--- src/hw/rtl/p128_pkg.sv ---
// shared types, constants and round functions of the present-128 encryptor
// no dependencies
package p128_pkg;

   localparam int P128_ROUNDS    = 31;
   localparam int P128_BLOCK_W   = 64;
   localparam int P128_KEY_HALF_W = 64;
   localparam int P128_ROUND_W   = 5;

   // configuration register indexes
   typedef enum logic [0:0] {
      CSR_KEY_HIGH = 1'b0,
      CSR_KEY_LOW  = 1'b1
   } p128_csr_index_type;

   // data carried from one round cell to the next
   typedef struct packed {
      logic [P128_BLOCK_W-1:0]    block;
      logic [P128_KEY_HALF_W-1:0] key_hi;
      logic [P128_KEY_HALF_W-1:0] key_lo;
   } p128_stage_type;

   // 4-bit substitution box
   function automatic logic [3:0] p128_sbox(input logic [3:0] nib);
      logic [3:0] r;
      case (nib)
         4'h0: r = 4'hc;
         4'h1: r = 4'h5;
         4'h2: r = 4'h6;
         4'h3: r = 4'hb;
         4'h4: r = 4'h9;
         4'h5: r = 4'h0;
         4'h6: r = 4'ha;
         4'h7: r = 4'hd;
         4'h8: r = 4'h3;
         4'h9: r = 4'he;
         4'ha: r = 4'hf;
         4'hb: r = 4'h8;
         4'hc: r = 4'h4;
         4'hd: r = 4'h7;
         4'he: r = 4'h1;
         4'hf: r = 4'h2;
         default: r = 4'h0;
      endcase
      return r;
   endfunction

   // substitution layer over all sixteen nibbles
   function automatic logic [P128_BLOCK_W-1:0] p128_sub_layer(
      input logic [P128_BLOCK_W-1:0] s);
      logic [P128_BLOCK_W-1:0] r;
      for (int n = 0; n < P128_BLOCK_W / 4; n++) begin
         r[4*n +: 4] = p128_sbox(s[4*n +: 4]);
      end
      return r;
   endfunction

   // bit permutation: bit j moves to 16*(j mod 4) + j/4
   function automatic logic [P128_BLOCK_W-1:0] p128_perm_layer(
      input logic [P128_BLOCK_W-1:0] s);
      logic [P128_BLOCK_W-1:0] r;
      for (int j = 0; j < P128_BLOCK_W; j++) begin
         r[16 * (j % 4) + j / 4] = s[j];
      end
      return r;
   endfunction

endpackage

--- src/hw/rtl/p128_round_cell.sv ---
// one round cell of the present-128 pipeline: round function and key update
// depends on p128_pkg
module p128_round_cell
   import p128_pkg::*;
(
   input  logic                    clock,
   input  logic                    reset,
   input  logic [P128_ROUND_W-1:0] round_num,
   input  logic                    up_valid,
   output logic                    up_ready,
   input  p128_stage_type          up_data,
   output logic                    dn_valid,
   input  logic                    dn_ready,
   output p128_stage_type          dn_data
);

   logic            valid_ff, valid_in;
   p128_stage_type  data_ff, data_in;
   logic [2*P128_KEY_HALF_W-1:0] key_cur, key_rot, key_next;

   // cell takes a request when empty or when its contents move on
   assign up_ready = !valid_ff || dn_ready;
   assign valid_in = up_ready ? up_valid : valid_ff;

   // round function and key schedule step
   always_comb begin
      key_cur  = {up_data.key_hi, up_data.key_lo};
      key_rot  = {key_cur[2*P128_KEY_HALF_W-62:0], key_cur[2*P128_KEY_HALF_W-1 -: 61]};
      key_next = key_rot;
      key_next[127:124] = p128_sbox(key_rot[127:124]);
      key_next[123:120] = p128_sbox(key_rot[123:120]);
      key_next[66:62]   = key_rot[66:62] ^ round_num;
      data_in.block  = p128_perm_layer(p128_sub_layer(up_data.block ^ up_data.key_hi));
      data_in.key_hi = key_next[2*P128_KEY_HALF_W-1:P128_KEY_HALF_W];
      data_in.key_lo = key_next[P128_KEY_HALF_W-1:0];
   end

   // occupancy flag
   always_ff @(posedge clock) begin
      if (reset) begin
         valid_ff <= 1'b0;
      end else begin
         valid_ff <= valid_in;
      end
   end

   // stage payload
   always_ff @(posedge clock) begin
      if (up_valid && up_ready) begin
         data_ff <= data_in;
      end
   end

   assign dn_valid = valid_ff;
   assign dn_data  = data_ff;

endmodule

--- config.mk ---
export PLATFORM = sky130hd
export DESIGN_NAME = p128_round_cell
export DESIGN_NICKNAME = d
export VERILOG_FILES = /design/src/hw/rtl/p128_pkg.sv /design/src/hw/rtl/p128_round_cell.sv
export SDC_FILE = /design/constraint.sdc
export NUM_CORES = 1
export LEC_CHECK = 0
export BUFFER_PORTS_ARGS = -buffer_cell sky130_fd_sc_hd__buf_4
export CAP_MARGIN = 20
export CORE_AREA = 2 2 155 157
export DETAILED_ROUTE_END_ITERATION = 7
export DIE_AREA = 0 0 157 159
export HOLD_SLACK_MARGIN = 0.05
export PLACE_DENSITY = 0.68
export SETUP_SLACK_MARGIN = 0.02
export SLEW_MARGIN = 20
export SYNTH_ARGS = -nofsm -noshare
export SYNTH_HDL_FRONTEND = slang
export SYNTH_SLANG_ARGS = --single-unit
--- constraint.sdc ---
create_clock -name clock -period 6.3 [get_ports clock]
set_clock_uncertainty 0.1 [all_clocks]
set_input_delay 0.315 -clock clock [delete_from_list [all_inputs] [get_ports clock]]
set_output_delay 0.315 -clock clock [all_outputs]
set_load 0.03 [all_outputs]
-- After elaboration in Yosys (flattened, before gate mapping)
Memories as Yosys holds them, arrays and structs flattened. A register that Yosys moved wholly into a read port is not among the register bits.
Cells that the tools add are included.
- bits in registers: 129
- ROM bits: 1152
- bits of input ports: 201
- word-level logic and storage cells: 26
- memories kept: 18
- bitwise gates (word level): 2
- reduce and logical (&&, ||, !) cells: 3
- memories (memory ; words ; bits a word ; rd ports ; clocked after Yosys merged registers in ; write ports ; line ; source):
    (no name shown) ; 16 ; 4 ; 1 ; 1 ; 0 ; p128_pkg.sv:26 ; case (nib)
    (no name shown) ; 16 ; 4 ; 1 ; 1 ; 0 ; p128_pkg.sv:26 ;
    (no name shown) ; 16 ; 4 ; 1 ; 1 ; 0 ; p128_pkg.sv:26 ;
    (no name shown) ; 16 ; 4 ; 1 ; 1 ; 0 ; p128_pkg.sv:26 ;
    (no name shown) ; 16 ; 4 ; 1 ; 1 ; 0 ; p128_pkg.sv:26 ;
    (no name shown) ; 16 ; 4 ; 1 ; 1 ; 0 ; p128_pkg.sv:26 ;
    12 more memories ; n/a ; n/a ; n/a ; n/a ; n/a ; n/a ;
- operators with widths (kind ; number):
    $xor 64x64->64 ; 1
    $xor 5x5->5 ; 1
    $logic_and 1x1->1 ; 1
    $logic_not 1->1 ; 1
    $logic_or 1x1->1 ; 1

-- Longest topological paths before layout
- depth after elaboration: 3
- mapped depth: 6
- depth with buffers taken out: 5

-- Worst setup path after synthesis
Ideal clock, no wire load.
- path type: register to register
- from: register valid_ff, in the netlist dn_valid
- to: register data_ff, in the netlist dn_data[0], enable pin
- library setup time: 0.575 ns
- arrival: 5.162 ns
- data required time: 5.625 ns
- setup slack: 0.464 ns
- cell stages (with the launch flop): 3
- path buffers: 0
- clock period less this slack: 5.836 ns
- path through: dfxtp_1 nand2b_1 and2_1
- longest elaborated chain between the ends: 3
- ends and longest elaborated chain (element ; line ; source):
    start, declared ; p128_round_cell.sv:17 ; logic valid_ff, valid_in;
    start signal, assigned ; p128_round_cell.sv:43 ; valid_ff <= valid_in;
    $logic_not 1->1 ; p128_round_cell.sv:22 ; assign up_ready = !valid_ff || dn_ready;
    $logic_or 1x1->1 ; p128_round_cell.sv:22 ;
    via up_ready ; p128_round_cell.sv:10 ; output logic up_ready,
    $logic_and 1x1->1 ; p128_round_cell.sv:49 ; if (up_valid && up_ready) begin
    end signal, assigned ; p128_round_cell.sv:50 ; data_ff <= data_in;
    end, declared ; p128_round_cell.sv:18 ; p128_stage_type data_ff, data_in;
The timed path passes the listed nets, and every way through them passes these cells.
A chain may end at the register's enable or synchronous reset.

-- Final worst setup path
- from: register valid_ff, in the netlist dn_valid
- to: register dn_data[166] (netlist name)
- longest elaborated chain between the ends: 3
- ends and longest elaborated chain (element ; line):
    $logic_not 1->1 ; p128_round_cell.sv:22
    $logic_or 1x1->1 ; p128_round_cell.sv:22
    $logic_and 1x1->1 ; p128_round_cell.sv:49
Every way passes these cells.

==> qor.txt <==
top cells by area, synth - edfxtp_1, ha_1, mux2i_1, xnor2_1, mux4_1
startpoint types - flop
Design Power - 3.672 mW
Seq/Total Area, Yosys - 62.31%
CTS H-tree depth - 4
Die Y - 159 µm
status - completed
Worst path max stage delay - 820 ps
# IOs - 395
clk slew on worst S/H paths - 70 ps
core area - 23190 µm²
Crit Path Class - flop to flop
Mapped Area - 9285 µm²
pwr/cell area - 254.7 nW/µm²
setup TNS - 0 ps
hold path depth - 2
root buffer cell - clkbuf_16
hold_ws - 82.68 ps
net count after synthesis - 822
number of buffers and inverters on the critical path - 1
first-pass GRT wire length - 35.49 mm
synthesized instance count - 563
endpoints failing setup - 0
Final period util - 37.74%
Max stage delay cell, worst path - buf_4
max-slew violations - 0
Critical Path Start - dn_valid$_SDFFE_PP0P_
Distinct cells, synth - 31
setup repair bufs after CTS - 0
die area - 24960 µm²
initial antenna violation count - 2
layout cell share with drive strength beyond 1 - 41.54%
r2r setup slk - 3920 ps
Synth top area share - 62.09%
Yosys reg bits - 193
FP Rows - 56
worst-path cell chain - nand2b_1 -> and2_4 -> buf_4
wirelength, routed - 23.32 mm
fraction of registers with async set/reset - 0%
Worst Hold End - dn_data[65]$_DFFE_PP_
final hold vios - 0
cts repair resizes - 0
Post-DP HPWL - 17.28 mm
area of the multi-input gates - 3227 µm²
Max-slew headroom - 33.92%
total CTS buffers - 17
register area - 5786 µm²
synthesis-to-finish area growth - 55.23%
DRC viols - 0
WP data arrival - 2320 ps
placed cell areas - 12640 µm²
crit-path max FO - 77
worst min-delay path class - input port to flop
max_cap viols - 0
top-count cell post-synth - edfxtp_1
gr ovfl total - 0
final core occ - 62.15%
CTS max path bufs - 2
CTS tree - built
CP Data Required Time - 6240 ps
Worst-Margin Slew - 991.2 ps
R2R Path End - dn_data[166]$_DFFE_PP_
Tmin final - 2378 ps
input/output buffers - 394
Skew-Pair Late Insertion Delay - 420 ps
HP Start - up_data[4]
Vias per Instance - 4.560
Post-synth top flop - edfxtp_1
Placer Congestion - 0.7853
Iteration-0 DRC Markers - 212
number of synthesized flops with an enable pin - 192
crit end category - flop
clk sink count - 193
Crit path depth - 3
fmax - 420.6 MHz
drt wl/cell - 16.35 µm
GRT Total Usage - 18.36%
Yosys top cell by area - edfxtp_1
syn avg cell area - 16.49 µm²
top cell family by delay on the critical path - buffers and inverters
Yosys warning total - 0
# fillers - 1779
Max VDD drop - 0.1514 mV
RSZ-0062 raised after global routing - no
Nets - 1351
routed vias - 6503
P_leak - 6.214 nW
largest net degree at the start of global routing - 78
Worst R2R Start - dn_valid$_SDFFE_PP0P_
vias in the first global route - 6701
design area - 14410 µm²
Synth top cells by count - edfxtp_1, inv_1, ha_1, mux2i_1, xnor2_1
remaining antenna violation count - 0
drt pass-1 iters - 4
Starting Density - 40.04%
die width - 157 µm
worst-case reg-to-reg path depth - 3
stage by stage:
stage | std cells | worst slack (ps)
final | 1426 | 3922
after global routing | 1426 | 3767
after CTS | 1424 | 3903
after detailed placement | 1275 | 3791
after global placement | 1275 | 3815
after floorplan | 563 | 463.5
worst register-to-register path, delay by kind of cell (launching register included):
kind                   cells  cell delay, ps
buffers and inverters      1             830
AND/OR/NAND/NOR            2             660
flip-flops                 1             330
cell families (layout without fill, tap and decap cells):
kind of cell / after synthesis / after routing / share of synthesized area (%)
compound gates: 57 / 57 / 4.609
xor+xnor: 88 / 88 / 9.918
fa+ha+maj: 58 / 58 / 7.816
buf+inv: 72 / 614 / 2.964
flops: 193 / 193 / 62.31
mux: 70 / 70 / 11.04
other cells: 0 / 2 / 0
simple gates: 25 / 25 / 1.348
layout by cell type, fill, tap and decap left out, types with 2 or more instances in the layout:
master	instances
ha_1	58
clkinv_4	3
inv_8	4
o21a_1	4
xnor2_1	46
o221a_2	2
dlygate4sd3_1	117
clkinv_8	2
xor2_2	16
o221a_1	13
xor2_1	22
nand2_1	4
mux4_2	6
clkbuf_16	17
mux4_1	15
diode_2	2
edfxtp_1	192
mux2i_1	48
xnor2_2	4
o21ai_0	22
o211ai_1	14
inv_6	3
inv_1	68
buf_4	396
nand3_1	15
registers in the layout (all words and copies together) (netlist names):
name,flops
dn_valid,1
dn_data,192
report_power, final:
part	switching (mW)	internal [mW]
clock network	0.524	0.569
logic	0.543	0.439
registers	0.0324	1.56
routing by layer:
layer,GRT usage (%),share of wire [%],vias to the layer above,routed length [µm]
met2,31.90,50,247,11750
met1,20.60,38,3055,8871
met5,0,0,-,0
met3,6.777,9.0,38,2099
li1,-,-,3163,-
met4,6.505,2.6,0,605
worst max path at each step:
stage | end | slack, ps
final | dn_data[166]$_DFFE_PP_ | 3920
after detailed placement | dn_data[136]$_DFFE_PP_ | 3790
after floorplan | dn_data[0]$_DFFE_PP_ | 460
after CTS | dn_data[51]$_DFFE_PP_ | 3900
after global placement | dn_data[32]$_DFFE_PP_ | 3810
after global routing | dn_data[182]$_DFFE_PP_ | 3770
layout make-up:
type / instances / share of cell area (%)
timing repair buffer: 513 / 28.75
inverter: 69 / 1.797
tap: 319 / 2.769
multi-input combinational: 298 / 22.39
clock buffer: 18 / 2.977
antenna: 2 / 0.03472
clock inverter: 14 / 1.146
sequential: 193 / 40.14
what timing repair did:
item | in CTS | in global routing
hold buffers | 117 | 0
endpoints found under the setup margin | 0 | 0
hold endpoints to repair | 116 | 0
Power figures use the tool's default switching activity.
